==> config.mk <==
export PLATFORM = sky130hd
export DESIGN_NAME = serial_line_editor_top
export DESIGN_NICKNAME = d
export VERILOG_FILES = /design/src/hw/rtl/sle_pkg.sv /design/src/hw/rtl/serial_line_editor_top.sv /design/src/hw/rtl/sle_line_ram.sv /design/src/hw/rtl/sle_out_reg.sv /design/src/hw/rtl/sle_ctrl.sv
export VERILOG_INCLUDE_DIRS = /design/src /design/src/hw/rtl
export SDC_FILE = /design/constraint.sdc
export NUM_CORES = 1
export LEC_CHECK = 0
export BUFFER_PORTS_ARGS = -buffer_cell sky130_fd_sc_hd__buf_2
export CORE_MARGIN = 2
export CORE_UTILIZATION = 60
export CTS_CLUSTER_SIZE = 30
export DETAILED_ROUTE_END_ITERATION = 10
export PLACE_DENSITY_LB_ADDON = 0.1
export RECOVER_POWER = 50
export SYNTH_ARGS = -nofsm -noshare
export SYNTH_HDL_FRONTEND = slang
export SYNTH_SLANG_ARGS = --single-unit
==> constraint.sdc <==
create_clock -name clk -period 3.2 [get_ports clk]
set_clock_uncertainty 0.15 [all_clocks]
set_input_delay 0.16 -clock clk [delete_from_list [all_inputs] [get_ports clk]]
set_output_delay 0.16 -clock clk [all_outputs]
set_load 0.05 [all_outputs]
==> src/hw/rtl/serial_line_editor_top_macros.svh <==
// Assertion macros used by the sequencer of the serial line editor.
`ifndef SERIAL_LINE_EDITOR_TOP_MACROS_SVH
`define SERIAL_LINE_EDITOR_TOP_MACROS_SVH

// A condition that must hold at every clock edge outside reset.
`define SLE_ASSERT_ALWAYS(lbl, cond, msg) \
    lbl: assert property (@(posedge clk) disable iff (!rst_n) (cond)) else $error(msg);

// A condition that must hold in the same cycle as its trigger.
`define SLE_ASSERT_SAME(lbl, ante, cons, msg) \
    lbl: assert property (@(posedge clk) disable iff (!rst_n) (ante) |-> (cons)) \
        else $error(msg);

// A condition that must hold in the cycle after its trigger.
`define SLE_ASSERT_NEXT(lbl, ante, cons, msg) \
    lbl: assert property (@(posedge clk) disable iff (!rst_n) (ante) |=> (cons)) \
        else $error(msg);

`endif

==> src/hw/rtl/sle_pkg.sv <==
// Shared types, character codes and echo sequence functions of the serial line editor.
package sle_pkg;

    localparam logic [7:0] KEY_ENTER   = 8'd13;
    localparam logic [7:0] KEY_BACK    = 8'd8;
    localparam logic [7:0] CHR_SPACE   = 8'd32;
    localparam logic [7:0] CHR_NEWLINE = 8'd10;

    localparam logic [1:0] KIND_ECHO  = 2'd0;
    localparam logic [1:0] KIND_CMD   = 2'd1;
    localparam logic [1:0] KIND_EMPTY = 2'd2;

    // Position within an echo sequence.
    localparam logic [1:0] STEP_FIRST  = 2'd0;
    localparam logic [1:0] STEP_SECOND = 2'd1;
    localparam logic [1:0] STEP_THIRD  = 2'd2;

    typedef enum logic [2:0] {
        ST_IDLE,
        ST_DECODE,
        ST_ECHO,
        ST_DUMP_RD,
        ST_DUMP_OUT
    } sle_state_t;

    typedef struct packed {
        logic [1:0] kind;
        logic [7:0] out_byte;
        logic       last;
    } sle_res_t;

    // Echo sequences: backspace gives BS, space, BS; enter gives newline, CR.
    function automatic logic [7:0] echo_char(input logic back_mode, input logic [1:0] step);
        logic [7:0] ch;
        if (back_mode) begin
            ch = (step == STEP_SECOND) ? CHR_SPACE : KEY_BACK;
        end
        else begin
            ch = (step == STEP_FIRST) ? CHR_NEWLINE : KEY_ENTER;
        end
        return ch;
    endfunction

    function automatic logic echo_final(input logic back_mode, input logic [1:0] step);
        logic fin;
        if (back_mode) begin
            fin = (step == STEP_THIRD);
        end
        else begin
            fin = (step == STEP_SECOND);
        end
        return fin;
    endfunction

endpackage

==> src/hw/rtl/serial_line_editor_top.sv <==
// Serial line editor: assembles a command line from received bytes and emits echoes and lines.
// A lone result beat is pushed from the decode state into the output register; the first echo of
// a backspace or enter is pushed from the echo state, after decode. Further echoes follow each cycle
// unless the consumer stalls; each line byte takes a store read state and then an output state.
// Input is stalled outside idle, so a byte is taken only once all beats of the last are pushed.
// Reset clears the sequencer and the fill count at once; the line store itself is not cleared.
module serial_line_editor_top #(
    parameter int MAX_LEN = 32
) (
    input  logic       clk,
    input  logic       rst_n,
    input  logic       rx_valid,
    output logic       rx_stall,
    input  logic [7:0] rx_byte,
    output logic       res_valid,
    input  logic       res_stall,
    output logic [1:0] kind,
    output logic [7:0] out_byte,
    output logic       last
);
    import sle_pkg::*;

    // Address width of the line store and width of the fill count, which must hold MAX_LEN.
    localparam int ADDR_W = (MAX_LEN > 1) ? $clog2(MAX_LEN) : 1;
    localparam int CNT_W  = $clog2(MAX_LEN + 1);

    logic              out_ready;
    logic              push;
    sle_res_t          res;
    sle_res_t          res_q;
    logic              wr_en;
    logic [ADDR_W-1:0] wr_addr;
    logic [7:0]        wr_data;
    logic              rd_en;
    logic [ADDR_W-1:0] rd_addr;
    logic [7:0]        rd_data;

    // The sequencer takes one byte, then walks its echo or dump sequence beat by beat.
    sle_ctrl #(
        .MAX_LEN (MAX_LEN),
        .ADDR_W  (ADDR_W),
        .CNT_W   (CNT_W)
    ) u_ctrl (
        .clk       (clk),
        .rst_n     (rst_n),
        .rx_valid  (rx_valid),
        .rx_stall  (rx_stall),
        .rx_byte   (rx_byte),
        .out_ready (out_ready),
        .push      (push),
        .res       (res),
        .wr_en     (wr_en),
        .wr_addr   (wr_addr),
        .wr_data   (wr_data),
        .rd_en     (rd_en),
        .rd_addr   (rd_addr),
        .rd_data   (rd_data)
    );

    // The line store holds the bytes typed so far; read data is registered and comes back in the cycle after the read.
    sle_line_ram #(
        .MAX_LEN (MAX_LEN),
        .ADDR_W  (ADDR_W)
    ) u_ram (
        .clk     (clk),
        .wr_en   (wr_en),
        .wr_addr (wr_addr),
        .wr_data (wr_data),
        .rd_en   (rd_en),
        .rd_addr (rd_addr),
        .rd_data (rd_data)
    );

    // The output register lets the sequencer move on while a beat waits for the consumer.
    sle_out_reg u_out (
        .clk       (clk),
        .rst_n     (rst_n),
        .push      (push),
        .res_in    (res),
        .ready     (out_ready),
        .res_valid (res_valid),
        .res_stall (res_stall),
        .res_out   (res_q)
    );

    assign kind     = res_q.kind;
    assign out_byte = res_q.out_byte;
    assign last     = res_q.last;

endmodule

==> src/hw/rtl/sle_line_ram.sv <==
// Line store: one write port and one registered read port.
module sle_line_ram #(
    parameter int MAX_LEN = 32,
    parameter int ADDR_W  = 5
) (
    input  logic              clk,
    input  logic              wr_en,
    input  logic [ADDR_W-1:0] wr_addr,
    input  logic [7:0]        wr_data,
    input  logic              rd_en,
    input  logic [ADDR_W-1:0] rd_addr,
    output logic [7:0]        rd_data
);
    import sle_pkg::*;

    logic [7:0] mem [MAX_LEN];
    logic [7:0] rd_data_reg;

    always_ff @(posedge clk)
    begin
        if (wr_en)
        begin
            mem[wr_addr] <= wr_data;
        end
    end

    // Read data holds until the next read, so a stalled output can wait on it.
    always_ff @(posedge clk)
    begin
        if (rd_en)
        begin
            rd_data_reg <= mem[rd_addr];
        end
    end

    assign rd_data = rd_data_reg;

endmodule

==> src/hw/rtl/sle_out_reg.sv <==
// Output register that holds one result beat towards the consumer.
module sle_out_reg (
    input  logic             clk,
    input  logic             rst_n,
    input  logic             push,
    input  sle_pkg::sle_res_t res_in,
    output logic             ready,
    output logic             res_valid,
    input  logic             res_stall,
    output sle_pkg::sle_res_t res_out
);
    import sle_pkg::*;

    logic     valid_reg;
    logic     valid_next;
    sle_res_t data_reg;

    assign ready = !valid_reg || !res_stall;

    always_comb
    begin
        if (push && ready)
        begin
            valid_next = 1'b1;
        end
        else if (!res_stall)
        begin
            valid_next = 1'b0;
        end
        else
        begin
            valid_next = valid_reg;
        end
    end

    always_ff @(posedge clk or negedge rst_n)
    begin
        if (!rst_n)
        begin
            valid_reg <= 1'b0;
        end
        else
        begin
            valid_reg <= valid_next;
        end
    end

    always_ff @(posedge clk)
    begin
        if (push && ready)
        begin
            data_reg <= res_in;
        end
    end

    assign res_valid = valid_reg;
    assign res_out   = data_reg;

endmodule

==> src/hw/rtl/sle_ctrl.sv <==
// Sequencer: decodes each received byte, keeps the fill count, drives the line store.
`include "serial_line_editor_top_macros.svh"

module sle_ctrl #(
    parameter int MAX_LEN = 32,
    parameter int ADDR_W  = 5,
    parameter int CNT_W   = 6
) (
    input  logic              clk,
    input  logic              rst_n,
    input  logic              rx_valid,
    output logic              rx_stall,
    input  logic [7:0]        rx_byte,
    input  logic              out_ready,
    output logic              push,
    output sle_pkg::sle_res_t res,
    output logic              wr_en,
    output logic [ADDR_W-1:0] wr_addr,
    output logic [7:0]        wr_data,
    output logic              rd_en,
    output logic [ADDR_W-1:0] rd_addr,
    input  logic [7:0]        rd_data
);
    import sle_pkg::*;

    sle_state_t        state_reg, state_next;
    logic [7:0]        byte_reg, byte_next;
    logic [CNT_W-1:0]  count_reg, count_next;
    logic [ADDR_W-1:0] idx_reg, idx_next;
    logic [1:0]        step_reg, step_next;
    logic              back_mode_reg, back_mode_next;

    logic count_zero;
    logic has_room;
    logic echo_done;
    logic dump_last;

    assign count_zero = (count_reg == '0);
    assign has_room   = (count_reg < CNT_W'(MAX_LEN));
    assign echo_done  = echo_final(back_mode_reg, step_reg);
    assign dump_last  = ((CNT_W'(idx_reg) + CNT_W'(1)) == count_reg);

    // Next state.
    always_comb
    begin
        state_next = state_reg;
        case (state_reg)
            ST_IDLE:
            begin
                if (rx_valid)
                begin
                    state_next = ST_DECODE;
                end
            end
            ST_DECODE:
            begin
                case (byte_reg)
                    KEY_ENTER:
                    begin
                        if (!count_zero)
                        begin
                            state_next = ST_ECHO;
                        end
                        else if (out_ready)
                        begin
                            state_next = ST_IDLE;
                        end
                    end
                    KEY_BACK:
                    begin
                        state_next = count_zero ? ST_IDLE : ST_ECHO;
                    end
                    default:
                    begin
                        if (!has_room || out_ready)
                        begin
                            state_next = ST_IDLE;
                        end
                    end
                endcase
            end
            ST_ECHO:
            begin
                if (out_ready && echo_done)
                begin
                    state_next = back_mode_reg ? ST_IDLE : ST_DUMP_RD;
                end
            end
            ST_DUMP_RD:
            begin
                state_next = ST_DUMP_OUT;
            end
            ST_DUMP_OUT:
            begin
                if (out_ready)
                begin
                    state_next = dump_last ? ST_IDLE : ST_DUMP_RD;
                end
            end
            default:
            begin
                state_next = ST_IDLE;
            end
        endcase
    end

    // Outputs towards the receiver, the output register and the line store.
    always_comb
    begin
        rx_stall     = (state_reg != ST_IDLE);
        push         = 1'b0;
        res.kind     = KIND_ECHO;
        res.out_byte = byte_reg;
        res.last     = 1'b1;
        wr_en        = 1'b0;
        wr_addr      = count_reg[ADDR_W-1:0];
        wr_data      = byte_reg;
        rd_en        = 1'b0;
        rd_addr      = idx_reg;
        case (state_reg)
            ST_DECODE:
            begin
                case (byte_reg)
                    KEY_ENTER:
                    begin
                        if (count_zero)
                        begin
                            push         = out_ready;
                            res.kind     = KIND_EMPTY;
                            res.out_byte = 8'd0;
                        end
                    end
                    KEY_BACK:
                    begin
                        push = 1'b0;
                    end
                    default:
                    begin
                        if (has_room)
                        begin
                            push  = out_ready;
                            wr_en = out_ready;
                        end
                    end
                endcase
            end
            ST_ECHO:
            begin
                push         = out_ready;
                res.out_byte = echo_char(back_mode_reg, step_reg);
                res.last     = back_mode_reg && echo_done;
            end
            ST_DUMP_RD:
            begin
                rd_en = 1'b1;
            end
            ST_DUMP_OUT:
            begin
                push         = out_ready;
                res.kind     = KIND_CMD;
                res.out_byte = rd_data;
                res.last     = dump_last;
            end
            default:
            begin
                push = 1'b0;
            end
        endcase
    end

    // Datapath registers.
    always_comb
    begin
        byte_next      = byte_reg;
        count_next     = count_reg;
        idx_next       = idx_reg;
        step_next      = step_reg;
        back_mode_next = back_mode_reg;
        case (state_reg)
            ST_IDLE:
            begin
                if (rx_valid)
                begin
                    byte_next = rx_byte;
                end
            end
            ST_DECODE:
            begin
                case (byte_reg)
                    KEY_ENTER:
                    begin
                        back_mode_next = 1'b0;
                        step_next      = STEP_FIRST;
                        idx_next       = '0;
                    end
                    KEY_BACK:
                    begin
                        back_mode_next = 1'b1;
                        step_next      = STEP_FIRST;
                        if (!count_zero)
                        begin
                            count_next = count_reg - CNT_W'(1);
                        end
                    end
                    default:
                    begin
                        if (has_room && out_ready)
                        begin
                            count_next = count_reg + CNT_W'(1);
                        end
                    end
                endcase
            end
            ST_ECHO:
            begin
                if (out_ready)
                begin
                    step_next = step_reg + 2'd1;
                end
            end
            ST_DUMP_OUT:
            begin
                if (out_ready)
                begin
                    if (dump_last)
                    begin
                        count_next = '0;
                    end
                    else
                    begin
                        idx_next = idx_reg + ADDR_W'(1);
                    end
                end
            end
            default:
            begin
                step_next = step_reg;
            end
        endcase
    end

    always_ff @(posedge clk or negedge rst_n)
    begin
        if (!rst_n)
        begin
            state_reg <= ST_IDLE;
            count_reg <= '0;
        end
        else
        begin
            state_reg <= state_next;
            count_reg <= count_next;
        end
    end

    always_ff @(posedge clk)
    begin
        byte_reg      <= byte_next;
        idx_reg       <= idx_next;
        step_reg      <= step_next;
        back_mode_reg <= back_mode_next;
    end

    `SLE_ASSERT_ALWAYS(a_count_bound, count_reg <= CNT_W'(MAX_LEN),
        "fill count beyond line length")
    `SLE_ASSERT_SAME(a_write_room, wr_en, has_room && (state_reg == ST_DECODE),
        "store write without room")
    `SLE_ASSERT_NEXT(a_dump_clears, push && (res.kind == KIND_CMD) && res.last,
        count_reg == '0, "line not emptied after dump")
    `SLE_ASSERT_NEXT(a_back_dec,
        (state_reg == ST_DECODE) && (byte_reg == KEY_BACK) && !count_zero,
        count_reg == ($past(count_reg) - CNT_W'(1)), "backspace did not shorten line")

endmodule

After elaboration in Yosys (flattened, before gate mapping). Memory sizes are Yosys's and may differ from the RTL's. A register that Yosys moved wholly into a read port is not among the register bits. Index checks and enable logic that the tools add are counted.

Bits in registers: 37. Memory bits (writable): 256. Input port bits: 12. Output and inout bits: 13. Word-level logic and storage cells: 109. Memories: 1.

Memories: u_ram.mem (depth 32, bits a word 8, read ports 1, clocked after Yosys merged registers in 1, write ports 1, RTL line sle_line_ram.sv:16) `logic [7:0] mem [MAX_LEN];`.

Add/subtract/negate cells: 5. $lt $le $gt $ge: 1. Eq/ne operators: 23. Muxes and demuxes: 45. Reduce and logical (&&, ||, !) cells: 24.

Operators by type and width (count): $mux W6 (5); $pmux W6 S2 (2); $pmux W8 S3 (1); $mux W3 (7); $mux W10 (2); $eq A8 B4 Y1 const B (2); $mux W5 (3); $pmux W3 S5 (1); $ne A2 B1 Y1 const B (6); $mux W1 (10); $mux W2 (5); $pmux W5 S2 (1); $mux W8 (1); $ne A2 B2 Y1 const B (4); $pmux W1 S2 (4); $pmux W2 S2 (2); $add A5 B1 Y6 const B (1); $add A6 B1 Y6 const B (1); $eq A3 B2 Y1 const B (2); $eq A6 B6 Y1 (1); $logic_not A6 Y1 (1); $lt A6 B6 Y1 const B (1); $pmux W3 S2 (1); $reduce_and A6 Y1 (1); 23 further kinds (33).

Depth between registers and ports, before layout.
Word-level depth: 7. Gate-level depth with buffers: 8.

Cells and area by module. Synthesis repeated with hierarchy kept, for this count alone.

Cell total of the unflattened synthesis: 638. Area, all modules: 12379.4 um2.

Modules (own cells, without submodules): sle_line_ram (instances 1, cells each 417, area each 10133.5 um2); sle_ctrl (instances 1, cells each 206, area each 1868.0 um2); sle_out_reg (instances 1, cells each 15, area each 377.9 um2).

Worst setup path before layout. OpenSTA, ideal clock, no wires.

Kind: register to register. Start: register u_ctrl.byte_reg[5] (netlist: u_ctrl.wr_data[5]). End: register u_ctrl.count_reg[4]. Setup time: 0.124 ns. Arrival time: 2.415 ns. Required time: 2.926 ns. Setup slack: 0.511 ns. Stages on the path, launching flop included: 9. Buffers on the path: 0. Clock period less this slack: 2.689 ns. Cells stage by stage: edfxtp_1 -> nor4_1 -> nand3_1 -> xnor2_1 -> ha_1 -> and4_1 -> a31oi_1 -> nor3_1 -> a211o_1.

Word-level cells in the longest chain between the ends: 3.

RTL lines: start: declaration (RTL line sle_ctrl.sv:27) `logic [7:0] byte_reg, byte_next;`; start signal: assignment (RTL line sle_ctrl.sv:258) `byte_reg <= byte_next;`; $eq A8 B4 Y1 (RTL line sle_ctrl.sv:189) `case (byte_reg)`; $pmux W6 S2, or another cell as far along (RTL line sle_ctrl.sv:189); $pmux W6 S2 or $reduce_and A6 Y1 (tied branches); end signal: assignment (RTL line sle_ctrl.sv:252) `count_reg <= count_next;`; end: declaration (RTL line sle_ctrl.sv:28) `logic [CNT_W-1:0] count_reg, count_next;`.

Parallel ways exist; a longest one is shown, timed or not. A chain may end at the register's enable or synchronous reset.

Worst setup path in the final report.
Start: register u_ctrl.state_reg[1]. End: memory u_ram.mem[16][2] (enable).

Word-level cells in the longest chain between the ends: 4.

RTL lines: start: declaration (RTL line sle_ctrl.sv:26) `sle_state_t state_reg, state_next;`; start signal: assignment (RTL line sle_ctrl.sv:251) `state_reg <= state_next;`; $eq A3 B1 Y1 (RTL line sle_ctrl.sv:120) `case (state_reg)`; $mux W1 (RTL line sle_ctrl.sv:120); $mux W1 (RTL line sle_line_ram.sv:21) `if (wr_en)`; $mux W1 (implied by the code) (RTL line sle_line_ram.sv:23) `mem[wr_addr] <= wr_data;`; end: declaration (RTL line sle_line_ram.sv:16).

Every way passes these cells.

==> results.yml <==
die:
  start_util: 0.606
  coreArea_um2: 20000
  fp-row-count: 52
  io_pins: 25
  die_h_um: 146
  die_w_um: 146
  dieArea_um2: 21400
synthesis:
  ys_top_cells_by_area: "edfxtp_1, mux4_2, dfrtp_1"
  synth_area_leader_cell: "edfxtp_1"
  synth-seq-cells: 301
  synth_ff_type: "edfxtp_1"
  async_reset_ff_frac: 0.0332
  seq_area_frac_synth: 0.740
  netlist_instances: 601
  avgSynthCellArea_um2: 20.2
  synth_warnings: 0
  netlist.area_leader.share: 0.720
  ys_types: 50
  synth_most_common_cell: "edfxtp_1"
  synthesis.area_um2: 12100
  syn_nets: 618
  synth_edf_count: 291
  synth.cells.most_frequent: "edfxtp_1, mux4_2, nor2_1, clkbuf_1, nand2_1"
finish:
  diodes: 0
  drive_above_1_share: 0.256
  area_growth_pct: 14.8
  final_util: 0.696
  fill_cells: 1300
  largest_register_ff_count: 256
  nets: 688
  regMostFlops: "u_ram.mem"
timing:
  setup_ws_ps: 173
  rsz0062_at_grt: "no"
  finalSetupTns_ps: 0
  worst_pin_slew_ps: 1920
  slew_headroom: -0.279
  maxSlewViolCount: 237
  max_freq_ghz: 0.330
  finalCriticalPeriod_ps: 3030
  setup_viol: 0
  fin_crit_sh: 0.946
  hold_viol: 0
pwr:
  cellPowerDensity_nw_per_um2: 760
  p_total_mw: 10.6
  ir_worst_vdd_v: 0.000699
  p_leak_nw: 4.56
placed_design:
  gp_congestion: 0.862
  pre_cts_ws_ps: 235
  io_buffers: 24
  hpwlAfterDp_mm: 16.0
route:
  detail_route.wl_per_cell_um: 26.5
  viasPerCell: 6.30
  via_count: 6078
  wirelength_mm: 25.6
  drt-initial-drc-count: 523
  antenna_left: 0
  drcViolationCount: 0
  firstDrtPassIters: 5
critical_path:
  required_ps: 3230
  endpoint_kind: "flip-flop"
  path_cells: "or3b_1 -> nor3_2 -> o21ai_1 -> or3_1 -> nor2_1"
  cp_top_family: "simple AND/OR/NAND/NOR gates"
  cp.arrival_ps: 3050
  critPathMaxFanout: 8
  worstSetupPathType: "reg -> reg"
  worst_path_max_delay_cell: "nor2_1"
  cpPeakStageDelay_ps: 760
  critPathBufInv: 0
  startpoint_type: "flip-flop"
run:
  maxCapViolCount: 7
clocking:
  clkTransAtPathRegs_ps: 60
  clock_insertion_delay_worst_skew_ps: 560
  clock_path_buffers: 3
  clock-sinks: 301
  htreeDepth: 1
  cts_buffers: 30
  postCtsHoldBufs: 12
  tritoncts: "yes"
  post_cts_buffers: 0
  cts-root-buf: "clkbuf_16"
  cts_resized: 0
status:
  outcome: "complete, but fails checks"
  violations: "capacitance limit, slew limit"
global_route:
  first_global_vias: 6166
  grt_remaining_overflow: 0
  grt_pass1_wl_mm: 38.8
  antenna_found_initial: 0
  grt_max_degree: 35
  grt_usage: 0.246
hold_path:
  hold_class: "in -> reg"
-- cell families (layout without fill, tap and decap cells) --
family,after synthesis,count (layout),share of synthesized area
mux,94,94,0.161
buf+inv,38,131,0.0150
fa+ha+maj,5,5,0.00515
flops,301,301,0.740
xor+xnor,13,13,0.00938
simple gates,118,118,0.0480
compound gates,32,32,0.0208
-- layout make-up --
cell class	instances	area, um^2	area share
Multi-Input combinational cell	262	2960	0.213
Clock inverter	22	299	0.0215
Tap cell	270	338	0.0242
Sequential cell	301	8990	0.645
Timing Repair Buffer	70	566	0.0406
Inverter	6	22.5	0.00162
Clock buffer	33	762	0.0547
-- metal layers --
metal,routed length [um],track usage
met3,1710,0.0350
met4,720,0.0786
met5,0,0
met1,10600,0.362
met2,12500,0.394
-- report_power, final --
group,total [mW],switching (mW),internal (mW)
logic,1.82,1.22,0.601
registers,5.04,0.190,4.85
clock network,3.73,1.45,2.28
-- through the flow --
step                      area [um^2]  std cells  hold slack [ps]
after detailed placement        12800        897             -116
after floorplan                 12100        601             -286
after CTS                       14000        964              154
final                           13900        964              170
after global placement          12800        897             -123
after global routing            13900        964              178
-- placed cells by master (no fill, tap or decap), types with 3 or more instances in the layout --
master / n
clkbuf_16: 30
o2bb2ai_1: 3
nand2_1: 15
mux2_2: 12
edfxtp_1: 291
buf_2: 10
mux4_2: 80
a22o_1: 3
nor3_1: 11
dfrtp_1: 10
nor2b_1: 4
nand4_1: 3
a21oi_1: 4
bufinv_16: 7
a21o_1: 3
or3b_2: 3
clkbuf_1: 27
clkinv_1: 7
xnor2_1: 7
clkinvlp_4: 3
ha_1: 5
nand3b_1: 5
inv_1: 5
buf_4: 14
xor2_1: 6
nor2_1: 54
buf_12: 10
nand3_1: 5
dlygate4sd3_1: 12
or3_1: 4
clkinv_2: 3
a221o_1: 4
-- worst reg2reg max path, delay by kind of cell, from the launching register on --
kind | cells | cell delay (ps)
compound gates | 1 | 110
flops | 1 | 430
simple gates | 4 | 1960
-- final timing paths --
kind | from | endpoint | slack (ps) | depth (start not counted)
min in group asynchronous | rst_n | u_ctrl.count_reg[3] | 510 | 3
worst min-delay path | rx_byte[7] | u_ctrl.wr_data[7] | 170 | 2
worst max-delay path | u_ctrl.state_reg[1] | u_ram.mem[16][2] | 170 | 5
worst max register to register | u_ctrl.state_reg[1] | u_ram.mem[16][2] | 170 | 5
max in group asynchronous | rst_n | u_ctrl.count_reg[2] | 2050 | 3
worst min register to register | u_ram.rd_data[6] | u_out.res_out[7] | 400 | 1
Power figures use the tool's default switching activity.
